**src/lvt_pkg.sv**
```systemverilog
// Package for the LRU victim tracker: sizes, command codes and the
// broadcast struct shared by the cells and the top level. No dependencies.
`timescale 1ns / 1ps
`default_nettype none

package lvt_pkg;

  localparam int ENTRIES  = 16;
  localparam int KEY_BITS = 16;
  localparam int CNT_W    = $clog2(ENTRIES + 1);
  localparam int CMD_W    = 2;

  localparam logic [CMD_W-1:0] CMD_INSERT = 2'd0;
  localparam logic [CMD_W-1:0] CMD_VICTIM = 2'd1;
  localparam logic [CMD_W-1:0] CMD_ERASE  = 2'd2;

  typedef struct packed {
    logic                fire;
    logic [CMD_W-1:0]    cmd;
    logic [KEY_BITS-1:0] key;
    logic                any_hit;
  } lvt_bcast_t;

endpackage

`default_nettype wire

```
**src/lvt_if.sv**
```systemverilog
// Valid/ready channel interfaces for the tracker's request and result sides.
// Depends on lvt_pkg for field widths.
`timescale 1ns / 1ps
`default_nettype none

interface lvt_req_if;
  logic                         valid;
  logic                         ready;
  logic [lvt_pkg::CMD_W-1:0]    command;
  logic [lvt_pkg::KEY_BITS-1:0] key;

  modport source (output valid, output command, output key, input ready);
  modport sink   (input valid, input command, input key, output ready);
endinterface

interface lvt_rsp_if;
  logic                         valid;
  logic                         ready;
  logic                         ok;
  logic [lvt_pkg::KEY_BITS-1:0] victim_key;
  logic [lvt_pkg::CNT_W-1:0]    count;

  modport source (output valid, output ok, output victim_key, output count, input ready);
  modport sink   (input valid, input ok, input victim_key, input count, output ready);
endinterface

`default_nettype wire

```
**src/lru_victim_tracker_core.sv**
```systemverilog
// LRU victim tracker top level: a row of recency cells, the key count and
// the result register. Uses lvt_pkg, lvt_if and lvt_cell.
//
// Usage:
//   in_ch carries one request per transaction: command (insert/touch,
//   take victim, erase) and key. out_ch returns exactly one result per
//   request: ok, victim_key and the count held after the request.
//   Keys sit in cells 0 .. count-1, least recent in cell 0. All cells
//   compare the request key at once; one shift of the row per request
//   does the move, append or removal.
//   The result is registered and appears in the cycle after the request
//   transaction. The tracker accepts one request per cycle while out_ch
//   does not stall; compare and shift work on the whole cell row at once.
//   When out_ch stalls, the result register holds and in_ch.ready drops
//   until the result is taken; a new request is accepted in the same
//   cycle the held result leaves.
//   Reset (rst_n low, synchronous) empties the tracker and drops any
//   pending result; no clearing pass is needed.
`timescale 1ns / 1ps
`default_nettype none

module lru_victim_tracker_core (
  input  wire        clk,
  input  wire        rst_n,
  lvt_req_if.sink    in_ch,
  lvt_rsp_if.source  out_ch
);

  localparam int N = lvt_pkg::ENTRIES;

  lvt_pkg::lvt_bcast_t         bc;
  logic [N-1:0]                valid_vec;
  logic [N-1:0]                hit_vec;
  logic [lvt_pkg::KEY_BITS-1:0] cell_key [N];
  logic                        fire;
  logic                        full;
  logic                        empty;
  logic                        any_hit;

  logic [lvt_pkg::CNT_W-1:0]    held_count_r, held_count_nxt;
  logic                         out_valid_r, out_valid_nxt;
  logic                         out_ok_r, out_ok_nxt;
  logic [lvt_pkg::KEY_BITS-1:0] out_victim_r, out_victim_nxt;

  assign in_ch.ready = !out_valid_r || out_ch.ready;
  assign fire        = in_ch.valid && in_ch.ready;
  assign full        = valid_vec[N-1];
  assign empty       = !valid_vec[0];
  assign any_hit     = hit_vec[N-1];

  assign bc.fire    = fire;
  assign bc.cmd     = in_ch.command;
  assign bc.key     = in_ch.key;
  assign bc.any_hit = any_hit;

  genvar g;
  generate
    for (g = 0; g < N; g++) begin : g_cell
      logic                         prev_v;
      logic                         next_v;
      logic [lvt_pkg::KEY_BITS-1:0] next_k;
      logic                         h_in;
      if (g == 0) begin : g_first
        assign prev_v = 1'b1;
        assign h_in   = 1'b0;
      end else begin : g_mid
        assign prev_v = valid_vec[g-1];
        assign h_in   = hit_vec[g-1];
      end
      if (g == N - 1) begin : g_last
        assign next_v = 1'b0;
        assign next_k = '0;
      end else begin : g_up
        assign next_v = valid_vec[g+1];
        assign next_k = cell_key[g+1];
      end
      lvt_cell u_cell (
        .clk        (clk),
        .rst_n      (rst_n),
        .bc         (bc),
        .prev_valid (prev_v),
        .next_valid (next_v),
        .next_key   (next_k),
        .hit_in     (h_in),
        .hit_out    (hit_vec[g]),
        .valid_o    (valid_vec[g]),
        .key_o      (cell_key[g])
      );
    end
  endgenerate

  always_comb begin
    held_count_nxt = held_count_r;
    out_valid_nxt  = out_valid_r;
    out_ok_nxt     = out_ok_r;
    out_victim_nxt = out_victim_r;
    if (out_ch.ready) begin
      out_valid_nxt = 1'b0;
    end
    if (fire) begin
      out_valid_nxt  = 1'b1;
      out_ok_nxt     = 1'b0;
      out_victim_nxt = '0;
      case (in_ch.command)
        lvt_pkg::CMD_INSERT: begin
          if (any_hit) begin
            out_ok_nxt = 1'b1;
          end else if (!full) begin
            out_ok_nxt     = 1'b1;
            held_count_nxt = held_count_r + 1'b1;
          end
        end
        lvt_pkg::CMD_VICTIM: begin
          if (!empty) begin
            out_ok_nxt     = 1'b1;
            out_victim_nxt = cell_key[0];
            held_count_nxt = held_count_r - 1'b1;
          end
        end
        lvt_pkg::CMD_ERASE: begin
          if (any_hit) begin
            out_ok_nxt     = 1'b1;
            held_count_nxt = held_count_r - 1'b1;
          end
        end
        default: begin
        end
      endcase
    end
  end

  always_ff @(posedge clk) begin
    if (!rst_n) begin
      held_count_r <= '0;
      out_valid_r  <= 1'b0;
    end else begin
      held_count_r <= held_count_nxt;
      out_valid_r  <= out_valid_nxt;
    end
  end

  always_ff @(posedge clk) begin
    out_ok_r     <= out_ok_nxt;
    out_victim_r <= out_victim_nxt;
  end

  assign out_ch.valid      = out_valid_r;
  assign out_ch.ok         = out_ok_r;
  assign out_ch.victim_key = out_victim_r;
  assign out_ch.count      = held_count_r;

  a_count_matches_cells: assert property (
    @(posedge clk) disable iff (!rst_n)
    $countones(valid_vec) == int'(held_count_r))
    else $error("held count differs from number of valid cells");

  a_cells_contiguous: assert property (
    @(posedge clk) disable iff (!rst_n)
    ((valid_vec & (valid_vec + 1'b1)) == '0))
    else $error("valid cells are not packed from cell zero");

  a_empty_victim_fails: assert property (
    @(posedge clk) disable iff (!rst_n)
    (fire && in_ch.command == lvt_pkg::CMD_VICTIM && empty)
      |=> (!out_ok_r && out_victim_r == '0))
    else $error("victim request on empty tracker reported success");

  a_hold_when_stalled: assert property (
    @(posedge clk) disable iff (!rst_n)
    (out_valid_r && !out_ch.ready) |-> !fire)
    else $error("request accepted while result is stalled");

endmodule

`default_nettype wire

```
**src/lvt_cell.sv**
```systemverilog
// One recency cell: holds a key and its valid bit, matches the broadcast key,
// and shifts from its upper neighbor or loads the broadcast key. Uses lvt_pkg.
`timescale 1ns / 1ps
`default_nettype none

module lvt_cell (
  input  wire                          clk,
  input  wire                          rst_n,
  input  wire lvt_pkg::lvt_bcast_t     bc,
  input  wire                          prev_valid,
  input  wire                          next_valid,
  input  wire [lvt_pkg::KEY_BITS-1:0]  next_key,
  input  wire                          hit_in,
  output logic                         hit_out,
  output logic                         valid_o,
  output logic [lvt_pkg::KEY_BITS-1:0] key_o
);

  logic                         valid_r, valid_nxt;
  logic [lvt_pkg::KEY_BITS-1:0] key_r, key_nxt;
  logic                         match;

  assign match   = valid_r && (key_r == bc.key);
  assign hit_out = hit_in | match;
  assign valid_o = valid_r;
  assign key_o   = key_r;

  always_comb begin
    key_nxt   = key_r;
    valid_nxt = valid_r;
    if (bc.fire) begin
      case (bc.cmd)
        lvt_pkg::CMD_INSERT: begin
          if (bc.any_hit) begin
            if (hit_out && valid_r) begin
              key_nxt = next_valid ? next_key : bc.key;
            end
          end else if (!valid_r && prev_valid) begin
            key_nxt   = bc.key;
            valid_nxt = 1'b1;
          end
        end
        lvt_pkg::CMD_VICTIM: begin
          key_nxt   = next_key;
          valid_nxt = next_valid;
        end
        lvt_pkg::CMD_ERASE: begin
          if (hit_out) begin
            key_nxt   = next_key;
            valid_nxt = next_valid;
          end
        end
        default: begin
        end
      endcase
    end
  end

  always_ff @(posedge clk) begin
    if (!rst_n) begin
      valid_r <= 1'b0;
    end else begin
      valid_r <= valid_nxt;
    end
  end

  always_ff @(posedge clk) begin
    key_r <= key_nxt;
  end

endmodule

`default_nettype wire

```
**src/flat_wrapper.sv**
```systemverilog
// flat-port wrapper written by rule: the top's interface ports become plain ports
module lru_victim_tracker_core_flat 
  (clk, rst_n, in_ch_valid, in_ch_command, in_ch_key, in_ch_ready, out_ch_valid, out_ch_ok, out_ch_victim_key, out_ch_count, out_ch_ready);
  lvt_req_if in_ch_i ();
  lvt_rsp_if out_ch_i ();
  input  wire clk;
  input  wire rst_n;
  input wire logic [$bits(in_ch_i.valid)-1:0] in_ch_valid;
  input wire logic [$bits(in_ch_i.command)-1:0] in_ch_command;
  input wire logic [$bits(in_ch_i.key)-1:0] in_ch_key;
  output wire logic [$bits(in_ch_i.ready)-1:0] in_ch_ready;
  output wire logic [$bits(out_ch_i.valid)-1:0] out_ch_valid;
  output wire logic [$bits(out_ch_i.ok)-1:0] out_ch_ok;
  output wire logic [$bits(out_ch_i.victim_key)-1:0] out_ch_victim_key;
  output wire logic [$bits(out_ch_i.count)-1:0] out_ch_count;
  input wire logic [$bits(out_ch_i.ready)-1:0] out_ch_ready;
  assign in_ch_i.valid = in_ch_valid;
  assign in_ch_i.command = in_ch_command;
  assign in_ch_i.key = in_ch_key;
  assign in_ch_ready = in_ch_i.ready;
  assign out_ch_valid = out_ch_i.valid;
  assign out_ch_ok = out_ch_i.ok;
  assign out_ch_victim_key = out_ch_i.victim_key;
  assign out_ch_count = out_ch_i.count;
  assign out_ch_i.ready = out_ch_ready;
  lru_victim_tracker_core u_core (.clk(clk), .rst_n(rst_n), .in_ch(in_ch_i), .out_ch(out_ch_i));
endmodule
```
**config.mk**
```make
export PLATFORM = sky130hd
export DESIGN_NAME = lru_victim_tracker_core_flat
export DESIGN_NICKNAME = d
export VERILOG_FILES = /design/src/lvt_pkg.sv /design/src/lvt_if.sv /design/src/lru_victim_tracker_core.sv /design/src/lvt_cell.sv /design/src/flat_wrapper.sv
export SDC_FILE = /design/constraint.sdc
export NUM_CORES = 1
export LEC_CHECK = 0
export BUFFER_PORTS_ARGS = -buffer_cell sky130_fd_sc_hd__buf_2
export CORE_MARGIN = 2
export CORE_UTILIZATION = 62
export CTS_CLUSTER_DIAMETER = 40
export DETAILED_ROUTE_END_ITERATION = 16
export HOLD_SLACK_MARGIN = 0.02
export PLACE_DENSITY_LB_ADDON = 0.05
export SYNTH_ARGS = -nofsm -noshare
export SYNTH_HDL_FRONTEND = slang
export SYNTH_SLANG_ARGS = --single-unit
```
**constraint.sdc**
```tcl
create_clock -name clk -period 11.08 [get_ports clk]
set_input_delay 2.216 -clock clk [delete_from_list [all_inputs] [get_ports clk]]
set_output_delay 2.216 -clock clk [all_outputs]
set_load 0.01 [all_outputs]
```
==> flow_metrics.env <==
export IMPL_cts_hold_buf=0
export IMPL_regArea_sq_um=8640
export IMPL_synth_top_area_share_pct=46.7
export IMPL_synth_edf_count=273
export IMPL_synth_async_sr_flop_share_pct=0
export IMPL_finalCritPeriodShare_pct=57.8
export IMPL_drtPass1Iterations=6
export IMPL_dp_hpwl_um=25500
export IMPL_grt_max_degree=38
export IMPL_grtUsageMet3_pct=5.10
export IMPL_avgSynthCellArea_sq_um=13.7
export IMPL_ir_drop_mv=0.135
export IMPL_min_path_cells=2
export IMPL_synth_top_area_cell="edfxtp_1"
export IMPL_endpoint_kind="register"
export IMPL_grt_busiest_layer="met2"
export IMPL_critPathMaxStageDelay_ns=1.00
export IMPL_clock_latency_ns=0.53
export IMPL_portBuffers=45
export IMPL_yosysSeqAreaShare_pct=49.2
export IMPL_routed_wl_um=39300
export IMPL_grtUsageMet1_pct=37.8
export IMPL_post_cts_setup_buffers=0
export IMPL_synth_seq_cells=295
export IMPL_ys_flop_type="edfxtp_1"
export IMPL_coreArea_sq_um=27900
export IMPL_syn_area_sq_um=17500
export IMPL_crit_cells=10
export IMPL_cp_required_ns=11.22
export IMPL_num_vias=10000
export IMPL_drc=0
export IMPL_via_per_inst=5.96
export IMPL_layout_commonest_cell="edfxtp_1"
export IMPL_grt_usage_pct=26.7
export IMPL_static_leakage_power_uw=0.00692
export IMPL_std_cell_rows=61
export IMPL_slowest_stage="a211oi_2"
export IMPL_path_delay_family="compound AO/OA/AOI/OAI gates"
export IMPL_setup_viol=0
export IMPL_cts_max_level=2
export IMPL_syn_nets=1306
export IMPL_drt_iter0_drc=879
export IMPL_totalNegativeSetupSlack_ns=0
export IMPL_fin_area_sq_um=19000
export IMPL_whs_ns=0.480
export IMPL_finClkSkew_ns=0.0235
export IMPL_synth_cell_types=80
export IMPL_cts_root_buf="clkbuf_16"
export IMPL_power_density_nw_per_um2=167
export IMPL_yosys_warnings=0
export IMPL_start_util_pct=63.0
export IMPL_fill_cells=2002
export IMPL_globalplace_congestion=0.872
export IMPL_critical_path_class="input pin to register"
export IMPL_dieHeight_um=172
export IMPL_num_antenna_cells=0
export IMPL_layout_common_cells="edfxtp_1 (273), xor2_1 (199), mux2_4 (105), mux2_2 (90), xnor2_1 (61)"
export IMPL_worstSetupStartpointType="input pin"
export IMPL_io_pins=46
export IMPL_min_period_ns=6.41
export IMPL_final_max_slew_violation_count=0
export IMPL_path_max_fanout=32
export IMPL_die_area_sq_um=29700
export IMPL_cts_reportedPaths_clkPinSlew_ns=0.05
export IMPL_grt_pass1_wl_um=59100
export IMPL_max_slew_worst_pin_slew_ns=1.21
export IMPL_final_util_pct=68.1
export IMPL_cts_tree="done"
export IMPL_status="completed"
export IMPL_stdcell_count=1685
export IMPL_worstHoldStart="u_core.out_ch.count[3]$_SDFFE_PN0P_"
export IMPL_critPathLaunch="in_ch_key[12]"
export IMPL_use_met2_pct=42.5
export IMPL_antenna_found_initial=1
export IMPL_grt_overflow=0
export IMPL_synthTopCellsByArea="edfxtp_1 (47%), xor2_1 (9.9%), mux2_4 (9.0%), mux2_2 (5.8%), xnor2_1 (3.0%)"
export IMPL_dieWidth_um=172
export IMPL_final_nets=1305
export IMPL_cts_buffer_depth=3
export IMPL_cts_buffers=43
export IMPL_critPathBufInv=2
export IMPL_reg2reg_depth=9
export IMPL_worstPathArrival_ns=6.55
export IMPL_cts_sinks=295
export IMPL_slew_headroom_pct=19.3
export IMPL_synthCells=1276
export IMPL_syn_to_final_growth_pct=8.22
export IMPL_maxCapViolCount=0
export IMPL_drive_above_1_share_pct=29.2
export IMPL_rsz0062_at_grt="no"
export IMPL_r2r_start="u_core.g_cell[4].u_cell.key_o[5]$_DFFE_PP_"
export IMPL_finalHoldViolCount=0
export IMPL_hold_path_class="register to register"
export IMPL_ctsResizeCount=0
export IMPL_placed_cells=1608
export IMPL_fmax_ghz=0.156
export IMPL_wl_per_cell_um=23.4
export IMPL_crit_chain="buf_2 -> xor2_1 -> nor4_1 -> nand4_1 -> o22ai_1 -> nor3_2 -> nand4_4 -> buf_4 -> a21oi_1 -> a211oi_2"
export IMPL_detailed_place_area_sq_um=17500
export IMPL_multi_input_area_sq_um=7980
export IMPL_ant_nets=0
export IMPL_grt_pass1_vias=9748
## report_power, final
part           switching, uW  total [uW]  internal [uW]  leakage [uW]
clock                    505        1400            893      0.000711
combinational            224         421            196       0.00349
sequential              52.9        1360           1300       0.00271
## through the flow
stage / setup WS (ns) / power (uW)
5_1_grt: 4.45 / 3270
2_1_floorplan: 5.21 / 1720
3_5_place_dp: 4.22 / 1790
4_1_cts: 4.76 / 3190
3_3_place_gp: 4.35 / 1790
6_report: 4.67 / 3180
## routing by layer
metal / routed length [um] / part of all wire (%)
met5: 0 / 0
met1: 18000 / 46
met2: 18100 / 46
met4: 828 / 2.1
met3: 2340 / 5.9
## cell usage after synthesis, drive strengths merged (7+ instances only)
library cell	count
edfxtp	273
mux2	240
xor2	199
buf	72
xnor2	61
nor4	44
nand2	35
clkbuf	33
nor3	30
o21ai	28
nor2	27
a21oi	24
dfxtp	22
nand4	22
and3	18
nor2b	18
inv	17
nand3	13
a211oi	10
mux2i	10
ha	7
nor3b	7
## path summary, 6_finish.rpt
| check | end | slack (ns) |
|---|---|---|
| worst max register to register | u_core.g_cell[4].u_cell.key_o[13]$_DFFE_PP_ | 6.64 |
| worst min-delay path | u_core.out_ch.count[3]$_SDFFE_PN0P_ | 0.48 |
| worst max-delay path | u_core.g_cell[4].u_cell.key_o[13]$_DFFE_PP_ | 4.67 |
| worst min register to register | u_core.out_ch.count[3]$_SDFFE_PN0P_ | 0.48 |
## worst reg2reg max path, stage by stage, from the launching register on
cell and delay (ns):
edfxtp_1 0.43, xor2_1 0.17, nor4_1 0.46, nand4_1 0.25
o22ai_1 0.56, nor3_2 0.15, nand4_4 0.27, buf_4 0.54
a21oi_1 0.21, a211oi_2 1.00
## kinds of logic (layout without fill, tap and decap cells)
family,Yosys count,count (layout),share of synthesized area [%]
mux,250,250,18.2
xor+xnor,260,260,13.0
fa+ha+maj,8,8,0.613
flops,295,295,49.2
buf+inv,123,154,5.47
compound gates,106,106,5.53
simple gates,234,234,7.95
## area by class of cell
cell class | instances | area share, %
clock buffer | 49 | 6.06
clock inverter | 28 | 1.80
inverter | 18 | 0.356
multi-input combinational | 858 | 42.0
sequential | 295 | 45.5
tap | 378 | 2.49
timing repair buffer | 59 | 1.74
## registers in the layout, summed over array words and instances (netlist names)
name	cells
u_core.g_cell.u_cell.key_o	256
u_core.g_cell.u_cell.valid_o	16
u_core.out_ch.count	5
u_core.out_ch.ok	1
u_core.out_ch.valid	1
u_core.out_ch.victim_key	16
Note: power is estimated with default switching activity, not from simulation.
